<file path="src/rtl/hue_brightness_rgb_pwm_unit_macros.svh">
// Assertion macros for the hue/brightness RGB PWM unit.
`ifndef HUE_BRIGHTNESS_RGB_PWM_UNIT_MACROS_SVH
`define HUE_BRIGHTNESS_RGB_PWM_UNIT_MACROS_SVH

`ifndef SYNTHESIS
`define HBRP_ASSERT_SAME(lbl, ante, cons) \
  lbl: assert property (@(posedge clk) disable iff (!rst_n) (ante) |-> (cons)) \
    else $error("hbrp same-cycle check failed");
`define HBRP_ASSERT_NEXT(lbl, ante, cons) \
  lbl: assert property (@(posedge clk) disable iff (!rst_n) (ante) |=> (cons)) \
    else $error("hbrp next-cycle check failed");
`else
`define HBRP_ASSERT_SAME(lbl, ante, cons)
`define HBRP_ASSERT_NEXT(lbl, ante, cons)
`endif

`endif

</file>
<file path="src/rtl/hbrp_pkg.sv">
// Shared types, constants and functions of the hue/brightness RGB PWM unit.
`timescale 1ns / 1ps
`default_nettype none
package hbrp_pkg;

  localparam logic CMD_TICK = 1'b0;
  localparam logic CMD_SET  = 1'b1;

  localparam int QDEPTH = 4;
  localparam int QPTR_W = 2;
  localparam int QCNT_W = 3;
  localparam int PIN_W  = 9;

  localparam logic [7:0] SECTOR_STEPS = 8'd42;
  localparam logic [7:0] WHEEL_PEAK   = 8'd252;

  typedef struct packed {
    logic [7:0] r;
    logic [7:0] g;
    logic [7:0] b;
  } rgb_t;

  typedef struct packed {
    logic        cmd;
    logic [1:0]  led;
    logic [15:0] prod_r;
    logic [15:0] prod_g;
    logic [15:0] prod_b;
  } entry_t;

  typedef struct packed {
    logic full;
    logic empty;
  } qstat_t;

  // Full-saturation color wheel, 42 steps per sector; hue 0 is black.
  function automatic rgb_t wheel(logic [7:0] h);
    logic [2:0] sec;
    logic [7:0] base;
    logic [7:0] diff;
    logic [7:0] ramp;
    rgb_t       c;
    if (h >= 8'(6 * SECTOR_STEPS)) begin
      sec = 3'd0; base = 8'(6 * SECTOR_STEPS);
    end else if (h >= 8'(5 * SECTOR_STEPS)) begin
      sec = 3'd5; base = 8'(5 * SECTOR_STEPS);
    end else if (h >= 8'(4 * SECTOR_STEPS)) begin
      sec = 3'd4; base = 8'(4 * SECTOR_STEPS);
    end else if (h >= 8'(3 * SECTOR_STEPS)) begin
      sec = 3'd3; base = 8'(3 * SECTOR_STEPS);
    end else if (h >= 8'(2 * SECTOR_STEPS)) begin
      sec = 3'd2; base = 8'(2 * SECTOR_STEPS);
    end else if (h >= SECTOR_STEPS) begin
      sec = 3'd1; base = SECTOR_STEPS;
    end else begin
      sec = 3'd0; base = 8'd0;
    end
    diff = h - base;
    ramp = 8'(diff * 8'd6);
    case (sec)
      3'd0: c = '{r: WHEEL_PEAK,        g: ramp,              b: 8'd0};
      3'd1: c = '{r: WHEEL_PEAK - ramp, g: WHEEL_PEAK,        b: 8'd0};
      3'd2: c = '{r: 8'd0,              g: WHEEL_PEAK,        b: ramp};
      3'd3: c = '{r: 8'd0,              g: WHEEL_PEAK - ramp, b: WHEEL_PEAK};
      3'd4: c = '{r: ramp,              g: 8'd0,              b: WHEEL_PEAK};
      default: c = '{r: WHEEL_PEAK,     g: 8'd0,              b: WHEEL_PEAK - ramp};
    endcase
    if (h == 8'd0) begin
      c = '0;
    end
    return c;
  endfunction

  // Exact x/255 for x below 65280.
  function automatic logic [7:0] div255(logic [15:0] x);
    logic [16:0] s;
    s = {1'b0, x} + 17'(x[15:8]) + 17'd1;
    return s[15:8];
  endfunction

endpackage
`default_nettype wire

</file>
<file path="src/rtl/hue_brightness_rgb_pwm_unit.sv">
// Top level of the hue/brightness RGB PWM unit.
`timescale 1ns / 1ps
`default_nettype none
`include "hue_brightness_rgb_pwm_unit_macros.svh"
// Nine-channel PWM for three RGB LEDs. Each input word (tuser 0 = tick,
// 1 = set) yields one output word holding the pin levels before that word
// takes effect. A set maps hue onto a 252-step wheel, scales by brightness
// and loads the LED's shadow duties; a tick advances the 8-bit counter,
// reloads duties and raises all pins at wrap. Sustained rate is one word per
// clock while the output is ready; a word passes through the two front
// stages, the four-entry queue and the output register.
module hue_brightness_rgb_pwm_unit #(
  parameter int CHANNELS = 9
) (
  input  wire logic        clk,
  input  wire logic        rst_n,
  input  wire logic        in_tvalid,
  output logic             in_tready,
  input  wire logic [23:0] in_tdata,   // led_index[1:0], hue[9:2], brightness[17:10]
  input  wire logic        in_tuser,   // command
  output logic             out_tvalid,
  input  wire logic        out_tready,
  output logic [15:0]      out_tdata   // pin_levels[8:0]
);

  hbrp_pkg::qstat_t q_stat;
  hbrp_pkg::entry_t push_entry, pop_entry;
  logic             q_push, q_pop;
  logic [hbrp_pkg::PIN_W-1:0] pin_levels;

  hbrp_front u_front (
    .clk        (clk),
    .rst_n      (rst_n),
    .in_valid   (in_tvalid),
    .in_ready   (in_tready),
    .cmd        (in_tuser),
    .led        (in_tdata[1:0]),
    .hue        (in_tdata[9:2]),
    .brightness (in_tdata[17:10]),
    .q_stat     (q_stat),
    .push       (q_push),
    .push_entry (push_entry)
  );

  hbrp_queue u_queue (
    .clk        (clk),
    .rst_n      (rst_n),
    .push       (q_push),
    .push_entry (push_entry),
    .pop        (q_pop),
    .pop_entry  (pop_entry),
    .q_stat     (q_stat)
  );

  hbrp_back #(
    .CHANNELS (CHANNELS)
  ) u_back (
    .clk        (clk),
    .rst_n      (rst_n),
    .q_stat     (q_stat),
    .pop_entry  (pop_entry),
    .pop        (q_pop),
    .out_valid  (out_tvalid),
    .out_ready  (out_tready),
    .pin_levels (pin_levels)
  );

  assign out_tdata = {7'd0, pin_levels};

  `HBRP_ASSERT_SAME(a_no_push_full, q_push, !q_stat.full)
  `HBRP_ASSERT_SAME(a_pop_room, q_pop, !q_stat.empty && (!out_tvalid || out_tready))
  `HBRP_ASSERT_NEXT(a_pop_shows, q_pop, out_tvalid)

endmodule
`default_nettype wire

</file>
<file path="src/rtl/hbrp_front.sv">
// Front end: accepts words, decodes the hue wheel and scales by brightness.
`timescale 1ns / 1ps
`default_nettype none
module hbrp_front (
  input  wire logic           clk,
  input  wire logic           rst_n,
  input  wire logic           in_valid,
  output logic                in_ready,
  input  wire logic           cmd,
  input  wire logic [1:0]     led,
  input  wire logic [7:0]     hue,
  input  wire logic [7:0]     brightness,
  input  wire hbrp_pkg::qstat_t q_stat,
  output logic                push,
  output hbrp_pkg::entry_t    push_entry
);

  logic             a_valid_r, a_valid_nxt;
  logic             a_cmd_r;
  logic [1:0]       a_led_r;
  hbrp_pkg::rgb_t   a_rgb_r;
  logic [7:0]       a_bri_r;
  logic             b_valid_r, b_valid_nxt;
  hbrp_pkg::entry_t b_entry_r;
  logic             a_ready, b_ready;

  assign push     = b_valid_r && !q_stat.full;
  assign b_ready  = !b_valid_r || !q_stat.full;
  assign a_ready  = !a_valid_r || b_ready;
  assign in_ready = a_ready;

  always_comb begin
    a_valid_nxt = a_ready ? in_valid : a_valid_r;
    b_valid_nxt = b_ready ? a_valid_r : b_valid_r;
  end

  always_ff @(posedge clk) begin
    if (!rst_n) begin
      a_valid_r <= 1'b0;
      b_valid_r <= 1'b0;
    end else begin
      a_valid_r <= a_valid_nxt;
      b_valid_r <= b_valid_nxt;
    end
  end

  always_ff @(posedge clk) begin
    if (a_ready && in_valid) begin
      a_cmd_r <= cmd;
      a_led_r <= led;
      a_rgb_r <= hbrp_pkg::wheel(hue);
      a_bri_r <= brightness;
    end
    if (b_ready && a_valid_r) begin
      b_entry_r.cmd    <= a_cmd_r;
      b_entry_r.led    <= a_led_r;
      b_entry_r.prod_r <= a_rgb_r.r * a_bri_r;
      b_entry_r.prod_g <= a_rgb_r.g * a_bri_r;
      b_entry_r.prod_b <= a_rgb_r.b * a_bri_r;
    end
  end

  assign push_entry = b_entry_r;

endmodule
`default_nettype wire

</file>
<file path="src/rtl/hbrp_queue.sv">
// Short FIFO between the front end and the PWM back end.
`timescale 1ns / 1ps
`default_nettype none
module hbrp_queue (
  input  wire logic             clk,
  input  wire logic             rst_n,
  input  wire logic             push,
  input  wire hbrp_pkg::entry_t push_entry,
  input  wire logic             pop,
  output hbrp_pkg::entry_t      pop_entry,
  output hbrp_pkg::qstat_t      q_stat
);

  hbrp_pkg::entry_t                  slot_r [hbrp_pkg::QDEPTH];
  logic [hbrp_pkg::QPTR_W-1:0]       wr_r, wr_nxt, rd_r, rd_nxt;
  logic [hbrp_pkg::QCNT_W-1:0]       cnt_r, cnt_nxt;

  assign q_stat.full  = (cnt_r == hbrp_pkg::QCNT_W'(hbrp_pkg::QDEPTH));
  assign q_stat.empty = (cnt_r == '0);
  assign pop_entry    = slot_r[rd_r];

  always_comb begin
    wr_nxt  = push ? wr_r + 1'b1 : wr_r;
    rd_nxt  = pop ? rd_r + 1'b1 : rd_r;
    cnt_nxt = cnt_r + hbrp_pkg::QCNT_W'(push) - hbrp_pkg::QCNT_W'(pop);
  end

  always_ff @(posedge clk) begin
    if (!rst_n) begin
      wr_r  <= '0;
      rd_r  <= '0;
      cnt_r <= '0;
    end else begin
      wr_r  <= wr_nxt;
      rd_r  <= rd_nxt;
      cnt_r <= cnt_nxt;
    end
  end

  always_ff @(posedge clk) begin
    if (push) begin
      slot_r[wr_r] <= push_entry;
    end
  end

endmodule
`default_nettype wire

</file>
<file path="src/rtl/hbrp_back.sv">
// Back end: duty buffers, PWM counter, pin levels and the output register.
`timescale 1ns / 1ps
`default_nettype none
module hbrp_back #(
  parameter int CHANNELS = 9
) (
  input  wire logic             clk,
  input  wire logic             rst_n,
  input  wire hbrp_pkg::qstat_t q_stat,
  input  wire hbrp_pkg::entry_t pop_entry,
  output logic                  pop,
  output logic                  out_valid,
  input  wire logic             out_ready,
  output logic [hbrp_pkg::PIN_W-1:0] pin_levels
);

  localparam int LED_MAX_RAW = (CHANNELS - 3) / 3;
  localparam logic [1:0] LED_LIMIT = 2'((LED_MAX_RAW > 2) ? 2 : LED_MAX_RAW);

  logic [7:0]          shadow_r [CHANNELS];
  logic [7:0]          shadow_nxt [CHANNELS];
  logic [7:0]          active_r [CHANNELS];
  logic [7:0]          active_nxt [CHANNELS];
  logic [7:0]          cnt_r, cnt_nxt;
  logic [CHANNELS-1:0] level_r, level_nxt;
  logic                out_valid_r, out_valid_nxt;
  logic [hbrp_pkg::PIN_W-1:0] out_data_r, pins;
  logic [7:0]          comp [3];
  logic                set_ok;

  assign pop = !q_stat.empty && (!out_valid_r || out_ready);

  for (genvar j = 0; j < hbrp_pkg::PIN_W; j++) begin : g_pins
    if (j < CHANNELS) begin : g_used
      assign pins[j] = level_r[j];
    end else begin : g_unused
      assign pins[j] = 1'b0;
    end
  end

  always_comb begin
    comp[0] = hbrp_pkg::div255(pop_entry.prod_r);
    comp[1] = hbrp_pkg::div255(pop_entry.prod_g);
    comp[2] = hbrp_pkg::div255(pop_entry.prod_b);
    set_ok  = (pop_entry.led <= LED_LIMIT);
  end

  always_comb begin
    cnt_nxt    = cnt_r;
    level_nxt  = level_r;
    shadow_nxt = shadow_r;
    active_nxt = active_r;
    if (pop) begin
      if (pop_entry.cmd == hbrp_pkg::CMD_TICK) begin
        cnt_nxt = cnt_r + 8'd1;
        if (cnt_nxt == 8'd0) begin
          active_nxt = shadow_r;
          level_nxt  = '1;
        end
        for (int i = 0; i < CHANNELS; i++) begin
          if (active_nxt[i] == cnt_nxt) begin
            level_nxt[i] = 1'b0;
          end
        end
      end else if (set_ok) begin
        for (int i = 0; i < CHANNELS; i++) begin
          if (i < 9 && pop_entry.led == 2'(i / 3)) begin
            shadow_nxt[i] = comp[i % 3];
          end
        end
      end
    end
    out_valid_nxt = pop ? 1'b1 : (out_ready ? 1'b0 : out_valid_r);
  end

  always_ff @(posedge clk) begin
    if (!rst_n) begin
      for (int i = 0; i < CHANNELS; i++) begin
        shadow_r[i] <= '0;
        active_r[i] <= '0;
      end
      cnt_r       <= 8'hFF;
      level_r     <= '1;
      out_valid_r <= 1'b0;
    end else begin
      shadow_r    <= shadow_nxt;
      active_r    <= active_nxt;
      cnt_r       <= cnt_nxt;
      level_r     <= level_nxt;
      out_valid_r <= out_valid_nxt;
    end
  end

  always_ff @(posedge clk) begin
    if (pop) begin
      out_data_r <= pins;
    end
  end

  assign out_valid  = out_valid_r;
  assign pin_levels = out_data_r;

endmodule
`default_nettype wire
</file>
<file path="config.mk">
export PLATFORM = sky130hd
export DESIGN_NAME = hue_brightness_rgb_pwm_unit
export DESIGN_NICKNAME = d
export VERILOG_FILES = /design/src/rtl/hbrp_pkg.sv /design/src/rtl/hue_brightness_rgb_pwm_unit.sv /design/src/rtl/hbrp_front.sv /design/src/rtl/hbrp_queue.sv /design/src/rtl/hbrp_back.sv
export VERILOG_INCLUDE_DIRS = /design/src /design/src/rtl
export SDC_FILE = /design/constraint.sdc
export NUM_CORES = 1
export LEC_CHECK = 0
export ABC_AREA = 1
export BUFFER_PORTS_ARGS = -buffer_cell sky130_fd_sc_hd__buf_2
export CAP_MARGIN = 30
export CORE_ASPECT_RATIO = 0.5
export CORE_MARGIN = 2
export CORE_UTILIZATION = 68
export DETAILED_ROUTE_END_ITERATION = 8
export HOLD_SLACK_MARGIN = 0.15
export PLACE_DENSITY = 0.93
export SYNTH_ARGS = -nofsm -noshare
export SYNTH_HDL_FRONTEND = slang
export SYNTH_SLANG_ARGS = --single-unit
</file>
<file path="constraint.sdc">
create_clock -name clk -period 7.1 [get_ports clk]
set_input_delay 0.71 -clock clk [delete_from_list [all_inputs] [get_ports clk]]
set_output_delay 0.71 -clock clk [all_outputs]
set_load 0.1 [all_outputs]
</file>
# Word-level counts from Yosys, hierarchy flattened
# Memory sizes are Yosys's and may differ from the RTL's. A register that Yosys moved wholly into a read port is not among the register bits.
# Cells that the tools add are included.
# W data, S select, Z words.
[word_totals]
wordCells = 162
register_bits = 266
mem_bits_rw = 204
memories = 1
[memory_table]
columns = ["name", "words", "width", "rd", "rd_clocked_by_memory_dff", "wr", "line", "source"]
rows = [
  ["u_queue.slot_r", 4, 51, 1, 1, 1, "hbrp_queue.sv:14", "hbrp_pkg::entry_t slot_r [hbrp_pkg::QDEPTH];"],
]
[op_classes]
addsub = 13
n_reduce_logical = 40
n_bitwise = 1
eq_ne = 16
multipliers = 4
magnitude_cmp = 7
mux = 34
[op_table]
columns = ["op", "n"]
rows = [
  ["$mux W72", 3],
  ["$pmux W24 S5", 1],
  ["$eq A8 B8 Y1", 9],
  ["$add A16 B1 Y16 const B", 3],
  ["$add A16 B8 Y16", 3],
  ["$mul A8 B8 Y16", 3],
  ["$mux W8", 6],
  ["$reduce_and A3 Y1", 9],
  ["$ge A8 B8 Y1 const B", 3],
  ["$reduce_bool A2 Y1", 10],
  ["$mux W3", 6],
  ["$ge A8 B7 Y1 const B", 2],
  ["$logic_not A8 Y1", 2],
  ["$mux W1", 14],
  ["$reduce_and A4 Y1", 3],
  ["$mux W9", 1],
  ["$add A8 B1 Y8 const B", 1],
  ["$ge A8 B6 Y1 const B", 1],
  ["$mul A8 B2 Y7 const B", 1],
  ["$sub A8 B8 Y8", 1],
  ["$sub A8 B8 Y8 const A", 1],
  ["$eq A3 B2 Y1 const B", 2],
  ["$eq A3 B3 Y1 const B", 2],
  ["$logic_not A3 Y1", 2],
  ["15 further kinds", 26],
]

# Longest topological paths before layout
[depth]
ltp_word = 12
depth_mapped = 30

# Hierarchy
# From an unflattened synthesis, not the netlist that was laid out.
[hier_totals]
hier_cells = 3231
hier_area_um2 = 27580.2
[by_module_without_submodules]
columns = ["mod", "instances", "cells_per_inst", "area_each_um2", "seq_area_each_um2"]
rows = [
  ["hbrp_back", 1, 1459, 9620.5, 3513.4],
  ["hbrp_front", 1, 1114, 9437.8, 2442.3],
  ["hbrp_queue", 1, 650, 8465.6, 6306.0],
  ["hue_brightness_rgb_pwm_unit", 1, 8, 56.3, 0.0],
]

# Least setup slack after synthesis
# OpenSTA, ideal clock, no wires.
[synth_timing]
path_type = "register to register"
from = "register u_front.a_bri_r[7]"
to = "register u_front.b_entry_r (netlist bit u_front.push_entry[47]), data pin"
t_required_ns = 6.839
synth_period_minus_slack_ns = 4.322
t_arrival_ns = 4.062
setup_slack_ns = 2.778
path_stages_with_launch = 17
path_buffers = 1
path_cell_list = "edfxtp_1 -> clkbuf_1 -> nand2_1 -> fa_1 -> fa_1 -> fa_1 -> inv_1 -> fa_1 -> ha_1 -> inv_1 -> nor3_1 -> a21oi_1 -> o21ai_0 -> a21oi_1 -> nor2_1 -> nor2_1 -> xor2_1"
[synth_via]
elab_chain_len = 1
[synth_rtl]
columns = ["item", "line", "source"]
rows = [
  ["start, declared", "hbrp_front.sv:22", "logic [7:0] a_bri_r;"],
  ["start signal, assigned", "hbrp_front.sv:52", "a_bri_r <= brightness;"],
  ["$mul A8 B8 Y16", "hbrp_front.sv:57", "b_entry_r.prod_r <= a_rgb_r.r * a_bri_r;"],
  ["end, declared", "hbrp_front.sv:24", "hbrp_pkg::entry_t b_entry_r;"],
]
# Every way passes these cells.
# A chain may end at the register's enable or synchronous reset.

# Final worst setup path
[layout_timing]
from = "register u_front.a_bri_r[3]"
to = "register u_front.b_entry_r (netlist bit u_front.push_entry[47]), data pin"
# Same word-level chain as after synthesis.

==> reports/results.ini <==
[logic_synthesis]
synth_top_family_by_area = simple AND/OR/NAND/NOR gates
synth_largest_area_cell = edfxtp_1
post_synth.cell_area_avg_um2 = 8.449
syn_area_um2 = 26770
synth-seq-cells = 454
synth_xor_area_share_pct = 1.505
yosys.area_share.simple_pct = 19.79
synth_compound_area_share_pct = 9.954
synth.area.mux_share_pct = 0
ys_seq_area_share_pct = 44.45
synth_cell_types = 53
yosys-top-cells-area = edfxtp_1, dfxtp_1, nand2_1, inv_1, fa_1
synthCells = 3169
synthAdderAreaFrac_pct = 13.68
synth_top_cell_area_share_pct = 31.52
yosys_warnings = 0

[clocking]
numCtsBuffers = 40
cts_hold_buf = 0
root_buffer = clkbuf_16
cts.repair.resized = 0
post_cts_buffers = 0
clkTransAtPathRegs_ps = 70
cts_tree = built
cts_sinks = 454
htreeDepth = 2
clk_latency_ps = 590
clk_path_buf_depth = 3

[sta]
fin_ws_ps = 1763
slew_headroom_pct = 35.51
finalCriticalPeriod_ps = 5337
finalSetupViolations = 0
fin_skew_ps = 38.85
fmax_mhz = 187.4
tns_ps = 0
rsz0062_at_grt = no
drv_slew = 0
hold_violations = 0
worst_slew_pin_slew_ps = 965.0
final.period_utilization_pct = 75.17

[drt]
wl_um = 71570
drtIter0Drc = 3736
remaining_drc_errors = 0
vias = 22850
first_pass_iters = 7
wire_per_inst_um = 19.49
ant_nets = 0
routed_via_density = 6.222

[final_layout]
final_common_cell = nand2_1
final_nets = 3378
n_fill_cell = 2385
diodes = 0
drive_gt1_share_pct = 5.029
area_growth_pct = 5.916
layout_common_cells = nand2_1, inv_1, edfxtp_1

[global_route]
antenna_found_initial = 0
grt-ovfl-total = 0
grt_first_pass_wirelength_um = 113600
track_usage_pct = 34.84
grt_start_max_net_pins = 138
first_global_vias = 21980

[placement]
io_buffers = 33
dp_slack_ps = 1999
hpwlAfterDp_um = 42920
place.gp.congestion = 0.9069

[critical_path]
cp_slowest_cell = edfxtp_1
critPathKind = register to register
crit_path_end_kind = register
crit_required_ps = 7400
ff2ff_path_depth = 17
cp_max_fo = 21
max_stage_delay_ps = 940
cp.arrival_ps = 5640
cp-start-kind = register
crit_chain = nand2_1 > inv_1 > fa_1 > inv_1 > fa_1 > fa_1 > inv_1 > fa_1 > ha_1 > inv_1 > nor3_1 > a21oi_1 > o21ai_0 > a21oi_1 > nor2_1 > nor2_1 > xor2_1

[floorplan]
rows = 51
die-area_um2 = 41070
coreArea_um2 = 38860
initial_core_util_pct = 68.90
dieWidth_um = 284.6
ios = 47
dieHeight_um = 144.3

[power_and_ir_drop]
p_leak_nw = 13.07
irDropWorstVdd_uv = 408.9
power.total_mw = 12.85
powerDensity_nw_per_um2 = 453.1

[outcome]
status = complete, no violations

[worst_hold_path]
hold-path-cell-count = 1
hold_class = input pin to register

[flow_run]
maxCapViolCount = 0

==> logic make-up after synthesis <==
| kind of cell | after synthesis |
|---|---|
| flops | 454 |
| buf+inv | 703 |
| compound gates | 453 |
| xor+xnor | 46 |
| fa+ha+maj | 237 |
| simple gates | 1275 |
| other cells | 1 |
==> critical path, delay by kind of cell, from the launching register on <==
kind,cells,cell delay [ps]
AOI/OAI and AO/OA,3,660
xor gates and xnor gates,1,130
adders and majority gates,5,2360
buffers and inverters,4,380
DFF,1,940
and+or+nand+nor,4,620
==> routing by layer <==
| layer | part of all wire [%] | global-route usage, % |
|---|---|---|
| met4 | 5.6 | 19.14 |
| met2 | 47 | 58.01 |
| met5 | 0 | 0 |
| met3 | 12 | 6.798 |
| met1 | 36 | 43.54 |
==> flip-flops by register name (all words and copies together) (netlist names), 8 cells and up, named ones only <==
signal	flops
u_front.a_bri_r	8
u_queue.slot_r	192
u_back.shadow_r	72
u_back.cnt_r	8
u_front.push_entry	48
u_front.a_rgb_r	21
u_back.level_r	9
u_back.pin_levels	9
u_back.active_r	72
==> Yosys cell counts, drive strengths merged <==
library cell	n
nand2	775
inv	534
edfxtp	281
nor2	227
nand3	175
dfxtp	173
a21oi	154
o21ai	146
ha	144
clkbuf	95
fa	93
a211oi	67
buf	66
nand4	64
o22ai	31
xor2	31
o211ai	17
or2	15
xnor2	15
nor3	10
a32oi	9
clkinv	8
o21bai	8
nand3b	6
a31oi	4
o221ai	4
a21o	3
o31ai	3
a32o	2
and3	2
o2111ai	2
a31o	1
and2	1
conb	1
o21a	1
o22a	1
==> worst paths after layout <==
kind                           startpoint                          endpoint  slack, ps
max          u_front.a_bri_r[3]$_DFFE_PP_  u_front.push_entry[47]$_DFFE_PP_       1760
min                           in_tdata[0]      u_front.a_led_r[0]$_DFFE_PP_        310
max reg2reg  u_front.a_bri_r[3]$_DFFE_PP_  u_front.push_entry[47]$_DFFE_PP_       1760
min reg2reg  u_front.a_led_r[1]$_DFFE_PP_  u_front.push_entry[49]$_DFFE_PP_        400
==> report_power, final <==
group	total, mW	internal [mW]	switching [mW]
logic	6.87	2.07	4.80
clock network	2.20	1.17	1.03
registers	3.78	3.42	0.366
==> cell type report <==
class                           count  area, um2  share of cell area, %
Clock buffer                       54       1137                  4.011
Clock inverter                     18      130.1                 0.4589
Inverter                          542       2036                  7.178
Multi-Input combinational cell   2018      12100                  42.66
Sequential cell                   454      11900                  41.97
Tap cell                          530      663.1                  2.338
Timing Repair Buffer               56      390.4                  1.377
==> per-stage QoR <==
step / util [%] / cells / hold slack (ps) / cell area (um2)
CTS: 72.97 / 3672 / 310.1 / 28360
finish: 72.97 / 3672 / 306.1 / 28360
global placement: 69.55 / 3597 / 403.1 / 27030
detailed placement: 69.71 / 3600 / 409.3 / 27090
global route: 72.97 / 3672 / 311.6 / 28360
floorplan: - / 3175 / 400.3 / 26800
No activity file was read; power rests on OpenSTA's default activity.
